[src/grc_pkg.sv]
// Shared types, constants and codes of the grid ray caster.
// No dependencies; files that use it refer to it by scoped names.
`timescale 1ns / 1ps
`default_nettype none

package grc_pkg;

    // Geometry and limits
    localparam int SCREEN_WIDTH  = 512;
    localparam int SCREEN_HEIGHT = 384;
    localparam int MAP_SIZE      = 32;
    localparam int MAX_STEPS     = 64;

    localparam int FRAC       = 16;
    localparam int MAP_BITS   = 5;
    localparam int MAP_DEPTH  = MAP_SIZE * MAP_SIZE;
    localparam int ADDR_W     = 2 * MAP_BITS;
    // camera x = col * 2^(FRAC+1) / SCREEN_WIDTH - 1.0, width is a power of two
    localparam int CAMX_SHIFT = FRAC + 1 - $clog2(SCREEN_WIDTH);
    localparam int HALF_H     = SCREEN_HEIGHT / 2;
    localparam int ROW_MAX    = SCREEN_HEIGHT - 1;
    localparam int STEP_W     = $clog2(MAX_STEPS + 1);
    localparam int DIV_W      = 40;
    localparam int DIVISOR_W  = 24;
    localparam int DIST_W     = 24;
    localparam int LH_W       = 25;
    localparam int CFG_W      = 21;

    // Input function codes
    localparam logic FUNC_WRITE = 1'b0;
    localparam logic FUNC_CAST  = 1'b1;

    // Configuration register indexes
    typedef enum logic [2:0] {
        CFG_POS_X,
        CFG_POS_Y,
        CFG_DIR_X,
        CFG_DIR_Y,
        CFG_PLANE_X,
        CFG_PLANE_Y
    } cfg_idx_t;

    // Configuration reset values
    localparam logic [20:0]        POS_X_RST   = 21'd98304;
    localparam logic [20:0]        POS_Y_RST   = 21'd98304;
    localparam logic signed [17:0] DIR_X_RST   = -18'sd65536;
    localparam logic signed [17:0] DIR_Y_RST   = 18'sd0;
    localparam logic signed [17:0] PLANE_X_RST = 18'sd0;
    localparam logic signed [17:0] PLANE_Y_RST = 18'sd43254;

    typedef struct packed {
        logic               func;
        logic [8:0]         column;
        logic [4:0]         cell_x;
        logic [4:0]         cell_y;
        logic [3:0]         cell_value;
    } item_t;

    typedef struct packed {
        logic [8:0]         out_column;
        logic [4:0]         hit_x;
        logic [4:0]         hit_y;
        logic               hit_side;
        logic [23:0]        wall_distance;
        logic [8:0]         draw_start;
        logic [8:0]         draw_end;
        logic [2:0]         color_code;
        logic               cast_error;
    } result_t;

    typedef struct packed {
        logic [20:0]        pos_x;
        logic [20:0]        pos_y;
        logic signed [17:0] dir_x;
        logic signed [17:0] dir_y;
        logic signed [17:0] plane_x;
        logic signed [17:0] plane_y;
    } cfg_t;

    // Classified command between front and back
    typedef struct packed {
        logic               is_cast;
        logic [8:0]         column;
        logic [ADDR_W-1:0]  addr;
        logic [3:0]         value;
    } cmd_t;

    // Back-end status seen by the front end
    typedef struct packed {
        logic               clearing;
    } back_stat_t;

    typedef enum logic [4:0] {
        ST_CLEAR,
        ST_IDLE,
        ST_RAY_MUL,
        ST_RAY_SUM,
        ST_DDX_GO,
        ST_DDX_WAIT,
        ST_DDY_GO,
        ST_DDY_WAIT,
        ST_SIDE,
        ST_STEP,
        ST_TEST,
        ST_DIST_GO,
        ST_DIST_WAIT,
        ST_HGT_GO,
        ST_HGT_WAIT,
        ST_ROWS,
        ST_OUT
    } back_state_t;

endpackage

`default_nettype wire

[src/grc_front.sv]
// Front end: takes input transfers, classifies them and queues commands.
// Depends on grc_pkg for the item and command types.
`timescale 1ns / 1ps
`default_nettype none

module grc_front (
    input  wire logic                clk,
    input  wire logic                rst_n,
    input  wire logic                push,
    input  wire grc_pkg::item_t      item,
    output logic                     full,
    input  wire grc_pkg::back_stat_t stat,
    input  wire logic                cmd_pop,
    output logic                     cmd_valid,
    output grc_pkg::cmd_t            cmd
);

    grc_pkg::cmd_t q_reg [2];
    logic          wr_ptr_reg;
    logic          rd_ptr_reg;
    logic [1:0]    count_reg;
    logic          accept;
    grc_pkg::cmd_t new_cmd;

    // Hold off input while the map is cleared or the queue is full
    assign full   = stat.clearing || (count_reg == 2'd2);
    assign accept = push && !full;

    // Classify the item into a map write or a cast
    always_comb
    begin
        new_cmd.is_cast = (item.func == grc_pkg::FUNC_CAST);
        new_cmd.column  = item.column;
        new_cmd.addr    = {item.cell_x, item.cell_y};
        new_cmd.value   = item.cell_value;
    end

    // Queue storage
    always_ff @(posedge clk)
    begin
        if (accept)
        begin
            q_reg[wr_ptr_reg] <= new_cmd;
        end
    end

    // Queue pointers
    always_ff @(posedge clk or negedge rst_n)
    begin
        if (!rst_n)
        begin
            wr_ptr_reg <= 1'b0;
            rd_ptr_reg <= 1'b0;
            count_reg  <= '0;
        end
        else
        begin
            if (accept)
            begin
                wr_ptr_reg <= ~wr_ptr_reg;
            end
            if (cmd_pop)
            begin
                rd_ptr_reg <= ~rd_ptr_reg;
            end
            count_reg <= count_reg + {1'b0, accept} - {1'b0, cmd_pop};
        end
    end

    assign cmd_valid = (count_reg != 2'd0);
    assign cmd       = q_reg[rd_ptr_reg];

endmodule

`default_nettype wire

[config.mk]
export PLATFORM = sky130hd
export DESIGN_NAME = grc_front
export DESIGN_NICKNAME = d
export VERILOG_FILES = /design/src/grc_pkg.sv /design/src/grc_front.sv
export SDC_FILE = /design/constraint.sdc
export NUM_CORES = 1
export LEC_CHECK = 0
export ABC_AREA = 1
export BUFFER_PORTS_ARGS = -buffer_cell sky130_fd_sc_hd__buf_2
export CAP_MARGIN = 20
export CORE_AREA = 2 2 71 73
export DETAILED_ROUTE_END_ITERATION = 12
export DIE_AREA = 0 0 73 75
export GPL_TIMING_DRIVEN = 0
export HOLD_SLACK_MARGIN = 0.06
export PLACE_DENSITY = 0.68
export SLEW_MARGIN = 20
export SYNTH_ARGS = -nofsm -noshare
export SYNTH_HDL_FRONTEND = slang
export SYNTH_SLANG_ARGS = --single-unit
export TNS_END_PERCENT = 1
[constraint.sdc]
create_clock -name clk -period 3 [get_ports clk]
set_clock_uncertainty 0.1 [all_clocks]
set_input_delay 0.6 -clock clk [delete_from_list [all_inputs] [get_ports clk]]
set_output_delay 0.6 -clock clk [all_outputs]
set_load 0.02 [all_outputs]
==> results of run 1 <==
==> through the flow <==
stage / power [mW] / setup slack [ps] / cells
after global placement: 1.77 / -17.1 / 262
final: 2.11 / 955 / 271
after detailed placement: 1.79 / 850 / 262
after floorplan: 1.51 / 670 / 154
after CTS: 2.15 / 948 / 271
after global routing: 2.25 / 879 / 271
==> cell type report <==
| cell class | instances | area [µm²] | area share, % |
|---|---|---|---|
| sequential | 52 | 1540 | 62.3 |
| inverter | 32 | 120 | 4.86 |
| buffer | 5 | 36.3 | 1.47 |
| multi-input combinational | 65 | 347 | 14.0 |
| clock inverter | 1 | 3.75 | 0.152 |
| tap | 54 | 67.6 | 2.73 |
| timing repair buffer | 55 | 280 | 11.3 |
| clock buffer | 7 | 76.3 | 3.09 |
==> logic make-up (layout without fill, tap and decap cells) <==
| logic type | Yosys count | in the layout | share of synthesized area, % |
|---|---|---|---|
| AO/OA/AOI/OAI | 24 | 24 | 7.74 |
| XOR/XNOR | 1 | 1 | 0.430 |
| adder cells (fa/ha/maj) | 2 | 2 | 1.23 |
| buffers and inverters | 37 | 100 | 7.68 |
| flip-flops | 52 | 52 | 75.7 |
| AND/OR/NAND/NOR | 38 | 38 | 7.25 |
==> how the worst max path moves through the flow <==
stage,from,endpoint,cells past startpoint
2_1_floorplan,stat,q_reg[1][0]$_DFFE_PP_,3
5_1_grt,rd_ptr_reg$_DFFE_PN0P_,cmd[20],5
3_5_place_dp,stat,q_reg[0][15]$_DFFE_PP_,4
4_1_cts,rd_ptr_reg$_DFFE_PN0P_,cmd[11],3
3_3_place_gp,stat,q_reg[1][15]$_DFFE_PP_,4
6_report,rd_ptr_reg$_DFFE_PN0P_,cmd[11],3
==> worst max-delay path, cell delays in order (launching register included) <==
cell,delay (ps)
dfrtp_1,410
buf_2,210
o21ai_0,230
buf_2,200
==> cell usage after synthesis <==
cell / count / area, µm²
buf_4: 2 / 15.0
o21ai_0: 14 / 70.1
inv_1: 32 / 120
nor2_1: 1 / 3.75
nand2_1: 34 / 128
ha_1: 2 / 25.0
buf_6: 1 / 11.3
nand3_1: 2 / 10.0
buf_2: 2 / 10.0
xor2_1: 1 / 8.76
o21ai_2: 10 / 87.6
nand4_1: 1 / 6.26
dfrtp_1: 4 / 100
edfxtp_1: 48 / 1440
==> power breakdown <==
group	total, mW	internal [mW]	switching (mW)
Clock	0.360	0.163	0.197
Sequential	0.946	0.911	0.0349
Combinational	0.803	0.262	0.541
==> cell usage in the layout, fill, tap and decap left out <==
| cell | instances |
|---|---|
| buf_2 | 56 |
| buf_4 | 2 |
| buf_6 | 1 |
| clkbuf_1 | 2 |
| clkbuf_8 | 5 |
| clkinv_1 | 1 |
| dfrtp_1 | 4 |
| dlygate4sd3_1 | 1 |
| edfxtp_1 | 48 |
| ha_1 | 2 |
| inv_1 | 32 |
| nand2_1 | 34 |
| nand3_1 | 2 |
| nand4_1 | 1 |
| nor2_4 | 1 |
| o21ai_0 | 14 |
| o21ai_2 | 10 |
| xor2_1 | 1 |
==> metal layers <==
layer | vias to the layer above | part of all wire [%] | track usage (%)
met4 | 0 | 0.66 | 3.09
met1 | 548 | 42 | 14.5
met2 | 40 | 50 | 23.0
li1 | 632 | - | -
met5 | - | 0 | 0
met3 | 2 | 7.1 | 5.09
==> repair_timing <==
action / 4_1_cts / 5_1_grt
resized for setup: 0 / 0
hold buffers: 1 / 0
hold endpoints to repair: 4 / 0
==> impl_metrics.toml, run 1 <==
[drt]
drtIter0Drc = 72
vias_per_cell = 4.51
dr.pass1.iters = 4
vias = 1222
antenna_left = 0
wl_per_cell_um = 12.3
drc_errors = 0
routed_wl_um = 3340

[worst_setup_path]
end_kind = "output pin"
cp_max_fo = 10
critical_path_class = "reg2out"
critPathLaunchType = "flop"
reg2reg_from = "count_reg[1]$_DFF_PN0_"
ff2ff_setup_slack_ps = 1190
crit_required_ps = 2300
arrival_ps = 1340
r2r-end = "q_reg[0][3]$_DFFE_PP_"
r2r_cells = 3

[clocking]
cts.clk_slew.worst_paths_ps = 80
clock_path_buffers = 2
cts-root-buf = "clkbuf_8"
numCtsBuffers = 5
cts_setup_buffers = 0
htreeDepth = 2
cts_sinks = 52
clk-insertion-delay-late_ps = 290
cts_tree = "yes"

[hold_path]
holdPathStages = 2
min_from = "wr_ptr_reg$_DFFE_PN0P_"
hold_path.class = "reg2reg"
hold_end = "wr_ptr_reg$_DFFE_PN0P_"

[timing]
period_share_pct = 68.2
hold_ws_ps = 383
finalSetupViolations = 0
max_freq_mhz = 489
slew_headroom_pct = 35.6
hold_viol = 0
fin_setup_tns_ps = 0
tightest_slew_ps = 965
min_period_ps = 2040
rsz0062_at_grt = "no"
maxSlewViolCount = 0

[placed_design]
place_hpwl_um = 2370
io_buffers = 54
gp_congestion = 0.665
dpl-instance-area_um2 = 2380

[logic_synthesis]
ys_warn_count = 0
synthDistinctLibCells = 14
synth_fp_nets = 185
ys_ff_latch = 52
seq_area_frac_synth_pct = 75.7
synthCells = 154
syn_area_per_cell_um2 = 13.2
syn_area_um2 = 2040

[finish]
fillerInstances = 415
syn_to_final_growth_pct = 21.4
post-route-util_pct = 53.0
fin_area_um2 = 2470
largest_reg_flops = 48
finalNetCount = 247
n_antenna_cell = 0
layout-drive-gt1-share_pct = 34.6

[flow_run]
cap_viol_max_count = 0

[pwr]
vdd_drop_max_v = 0.000350
power.leakage_nw = 1.09
p_per_area_nw_per_um2 = 853

[global_routing]
antenna_found_initial = 0
grt_pass1_wl_um = 5140
grt_use_total_pct = 12.9
grt_pass1_vias = 1141
grt_max_degree = 25
grt_overflow_total = 0

[die]
die_y_um = 75
ios = 55
dieArea_um2 = 5480
rows = 25
fp.dieW_um = 73
core-area_um2 = 4660
initial_core_util_pct = 43.7

[outcome]
outcome = "complete, no violations"
Note: power is estimated with default switching activity, not from simulation.
==> run 2: changes to the inputs <==
- clock period: 3 -> 2.1 ns (I/O delays scaled with it)
==> run 2 against run 1 <==
  * Worst setup slack got worse by 720 ps
  * Non-clock buffer count unchanged
  * Critical path depth unchanged
  * Largest cell class unchanged
==> impl_metrics.toml, run 2 (synthesized netlist as in run 1, its figures left out) <==
[placed_design]
pre_cts_slack_ps = 90.6
gp_congestion = 0.706
io_buffers = 54
place_hpwl_um = 2330
dpl-instance-area_um2 = 2380

[timing]
fin_setup_tns_ps = 0
slew_headroom_pct = 32.3
finalSetupViolations = 0
setup_ws_ps = 238
hold_viol = 0
period_share_pct = 88.7
max_freq_mhz = 537
maxSlewViolCount = 0
rsz0062_at_grt = "no"
min_period_ps = 1860
tightest_slew_ps = 1010

[drt]
vias_per_cell = 4.51
drc_errors = 0
antenna_left = 0
drtIter0Drc = 47
dr.pass1.iters = 2
vias = 1223
wl_per_cell_um = 12.8
routed_wl_um = 3460

[global_routing]
antenna_found_initial = 0
grt_overflow_total = 0
grt_use_total_pct = 13.1
grt_pass1_vias = 1111
grt_max_degree = 25
grt_pass1_wl_um = 5060

[clocking]
numCtsBuffers = 5
cts-root-buf = "clkbuf_8"
clk-insertion-delay-late_ps = 300
cts_tree = "yes"
cts.clk_slew.worst_paths_ps = 90
htreeDepth = 2
clock_path_buffers = 2
cts_setup_buffers = 0
cts_sinks = 52

[die]
initial_core_util_pct = 43.7
ios = 55
rows = 25
dieArea_um2 = 5480
core-area_um2 = 4660
fp.dieW_um = 73
die_y_um = 75

[pwr]
switching_share_pct = 37.4
power.share.combinational_pct = 38.0
p_seq_share_pct = 44.2
power_mw = 3.05
p_clk_share_pct = 17.7
power.leakage_nw = 1.09
switchingPower_mw = 1.14
intPower_mw = 1.91
vdd_drop_max_v = 0.000566
p_per_area_nw_per_um2 = 1230

[worst_setup_path]
cp_max_fo = 24
crit_required_ps = 1930
setup.worst_path.end = "q_reg[0][7]$_DFFE_PP_"
r2r_cells = 3
reg2reg_from = "count_reg[1]$_DFF_PN0_"
end_kind = "flop"
crit_start = "count_reg[1]$_DFF_PN0_"
critical_path_class = "reg2reg"
arrival_ps = 1690
r2r-end = "q_reg[0][7]$_DFFE_PP_"
ff2ff_setup_slack_ps = 240
critPathLaunchType = "flop"

[finish]
largest_reg_flops = 48
seq_area_um2 = 1540
fin_area_um2 = 2480
syn_to_final_growth_pct = 21.6
multi_input_area_um2 = 347
finalNetCount = 247
layout-drive-gt1-share_pct = 35.0
n_antenna_cell = 0
fillerInstances = 404
mostFrequentLayoutCell = "buf_2"
final_cell_mix = "56 x buf_2, 48 x edfxtp_1, 34 x nand2_1"

[flow_run]
cap_viol_max_count = 0

[hold_path]
hold_path.class = "in2reg"

[outcome]
outcome = "complete, no violations"
## run 2: how the worst min path moves through the flow
| stage | startpoint | to | slack, ps | depth (start not counted) |
|---|---|---|---|---|
| final | item[2] | q_reg[0][2]$_DFFE_PP_ | 200 | 1 |
| after global routing | item[8] | q_reg[0][8]$_DFFE_PP_ | 190 | 1 |
| after floorplan | rst_n | count_reg[0]$_DFF_PN0_ | 20 | 0 |
| after global placement | rst_n | count_reg[0]$_DFF_PN0_ | 130 | 1 |
| after detailed placement | rst_n | count_reg[0]$_DFF_PN0_ | 140 | 1 |
| after CTS | item[4] | q_reg[1][4]$_DFFE_PP_ | 190 | 1 |
## run 2: worst max-delay path, cell delays in order, from the launching register on
cell,delay [ps]
dfrtp_1,410
nand2_1,110
nand4_1,100
inv_1,750
## run 2: what timing repair did
action	CTS	global route
hold buffers	1	0
gates resized for setup	0	0
endpoints found under the hold margin	4	0
## run 2: area by class of cell
class                      count  area share [%]
multi-input combinational     65            14.0
inverter                      32            4.85
clock buffer                   6            2.93
clock inverter                 2           0.455
sequential                    52            62.3
tap                           54            2.73
buffer                         5            1.47
timing repair buffer          55            11.3
## run 2: through the flow
| stage | cells | hold WS [ps] | utilization, % |
|---|---|---|---|
| 4_1_cts | 271 | 193 | 53.1 |
| 2_1_floorplan | 154 | 24.4 | - |
| 3_5_place_dp | 262 | 136 | 51.1 |
| 6_report | 271 | 200 | 53.1 |
| 3_3_place_gp | 262 | 134 | 51.0 |
| 5_1_grt | 271 | 189 | 53.1 |
## run 2: routing by layer
| metal | vias to the layer above | part of all wire [%] | global-route usage (%) |
|---|---|---|---|
| met4 | 0 | 2.0 | 8.02 |
| met2 | 37 | 49 | 22.0 |
| met3 | 7 | 4.8 | 2.95 |
| met1 | 550 | 44 | 15.4 |
| met5 | - | 0 | 0 |
| li1 | 629 | - | - |
## run 2: power by group through the flow
stage	registers [mW]	logic [mW]	clock network (mW)
floorplan	1.36	0.800	0
global placement	1.37	1.17	0
detailed placement	1.37	1.19	0
CTS	1.35	1.19	0.551
global route	1.36	1.28	0.589
finish	1.35	1.16	0.540
==> run 3: changes to the inputs <==
- CORE_AREA: 2 2 71 73 -> 2 2 54 95
- DIE_AREA: 0 0 73 75 -> 0 0 56 97
==> run 3 against run 2 <==
  * Cell area rose by 0.30%
  * Worst setup slack about the same
  * Global-route usage fell by 0.39 points
  * Die area down 0.79%
  * Sequential power hardly changed
  * Combinational power about the same
  * Maximum frequency about the same
  * Sequential cell count did not move
  * Register-to-register slack improved by 30 ps
  * Clock-buffer cell count grew 1
  * Non-clock buffer count unchanged
==> impl_metrics.toml, run 3 (synthesized netlist as in run 1, its figures left out) <==
[outcome]
outcome = "complete, no violations"

[timing]
period_share_pct = 88.7
hold_viol = 0
min_period_ps = 1860
fin_setup_tns_ps = 0
setup_ws_ps = 238
maxSlewViolCount = 0
slew_headroom_pct = 35.1
rsz0062_at_grt = "no"
max_freq_mhz = 537
finalSetupViolations = 0
tightest_slew_ps = 973

[drt]
wl_per_cell_um = 12.2
routed_wl_um = 3280
dr.pass1.iters = 4
vias = 1244
vias_per_cell = 4.62
drc_errors = 0
drtIter0Drc = 25
antenna_left = 0

[global_routing]
gr-usage-met2_pct = 23.2
gr-usage-met1_pct = 13.9
met3_usage_pct = 2.41
grt_overflow_total = 0
grt_max_degree = 25
grt_pass1_vias = 1177
grt_use_total_pct = 12.7
antenna_found_initial = 0
busiest_layer = "met2"
grt_pass1_wl_um = 5310

[placed_design]
dpl-instance-area_um2 = 2380
place_hpwl_um = 2380
pre_cts_slack_ps = 133
gp_congestion = 0.676
io_buffers = 54

[hold_path]
hold_path.class = "in2reg"

[worst_setup_path]
crit_required_ps = 1580
worstPathCellList = "buf_2 > o21ai_0 > buf_2"
cp_max_fo = 10
worst-path-buf-inv = 2
critPathLaunchType = "flop"
cp_slowest_cell = "dfrtp_1"
critical_path_class = "reg2out"
arrival_ps = 1340
cp_common_cell = "buf_2"
critPathTopFamily = "buffers and inverters"
slowest_delay_ps = 400
end_kind = "output pin"

[finish]
layout-drive-gt1-share_pct = 35.5
final_cell_mix = "56 x buf_2, 48 x edfxtp_1, 34 x nand2_1"
fin_area_um2 = 2480
finalNetCount = 247
syn_to_final_growth_pct = 21.9
n_antenna_cell = 0
fillerInstances = 421
post-route-util_pct = 53.7
mostFrequentLayoutCell = "buf_2"
largest_reg_flops = 48

[clocking]
cts_tree = "yes"
clk-insertion-delay-late_ps = 290
cts.clk_slew.worst_paths_ps = 80
cts_hold_buf = 1
post_cts_resized = 0
cts_setup_buffers = 0
numCtsBuffers = 5
cts-root-buf = "clkbuf_8"
clock_path_buffers = 2
htreeDepth = 2
cts_sinks = 52

[die]
rows = 33
fp.dieW_um = 56
dieArea_um2 = 5430
initial_core_util_pct = 44.0
ios = 55
core-area_um2 = 4620
die_y_um = 97

[pwr]
power.leakage_nw = 1.10
p_per_area_nw_per_um2 = 1230
vdd_drop_max_v = 0.000682

[flow_run]
cap_viol_max_count = 0
## run 3: cell types whose count changed in the layout (fill, tap and decap cells not counted), sizes merged
cell,previous run,this run
clkbuf,6,7
clkinv,1,0
## run 3: layout make-up
cell class              instances  area (µm²)  share of cell area, %
plain buffers                   5        36.3                   1.46
clock buffers                   7        86.3                   3.48
repair buffers                 55         280                   11.3
well taps                      52        65.1                   2.62
multi-input cells              65         347                   14.0
flip-flops and latches         52        1540                   62.1
clock inverters                 1        7.51                  0.302
inverters                      32         120                   4.84
## run 3: layer usage
layer,up-vias,routed length [µm]
met4,0,36
met1,581,1250
met5,-,0
met2,27,1890
li1,632,-
met3,4,102
## run 3: per-stage QoR
| step | hold slack (ps) | total power [mW] | std cells |
|---|---|---|---|
| 2_1_floorplan | 24.4 | 2.16 | 154 |
| 5_1_grt | 195 | 3.27 | 269 |
| 4_1_cts | 200 | 3.12 | 269 |
| 3_5_place_dp | 136 | 2.56 | 260 |
| 3_3_place_gp | 134 | 2.54 | 260 |
| 6_report | 212 | 3.06 | 269 |
## run 3: where the power goes
part	switching, mW	leakage, nW	internal, mW
registers	0.0463	0.486	1.30
logic	0.787	0.568	0.374
clock network	0.283	0.0445	0.267
total	1.12	1.10	1.94
## run 3: path summary, 6_finish.rpt
| check | start | to | slack, ps | cells past startpoint |
|---|---|---|---|---|
| max reg2reg | wr_ptr_reg$_DFFE_PN0P_ | q_reg[0][1]$_DFFE_PP_ | 270 | 3 |
| max in group asynchronous | rst_n | count_reg[0]$_DFF_PN0_ | 1410 | 2 |
| max | rd_ptr_reg$_DFFE_PN0P_ | cmd[9] | 240 | 3 |
| min | item[6] | q_reg[1][6]$_DFFE_PP_ | 210 | 1 |
| min in group asynchronous | rst_n | count_reg[1]$_DFF_PN0_ | 360 | 2 |
| min reg2reg | wr_ptr_reg$_DFFE_PN0P_ | wr_ptr_reg$_DFFE_PN0P_ | 380 | 2 |
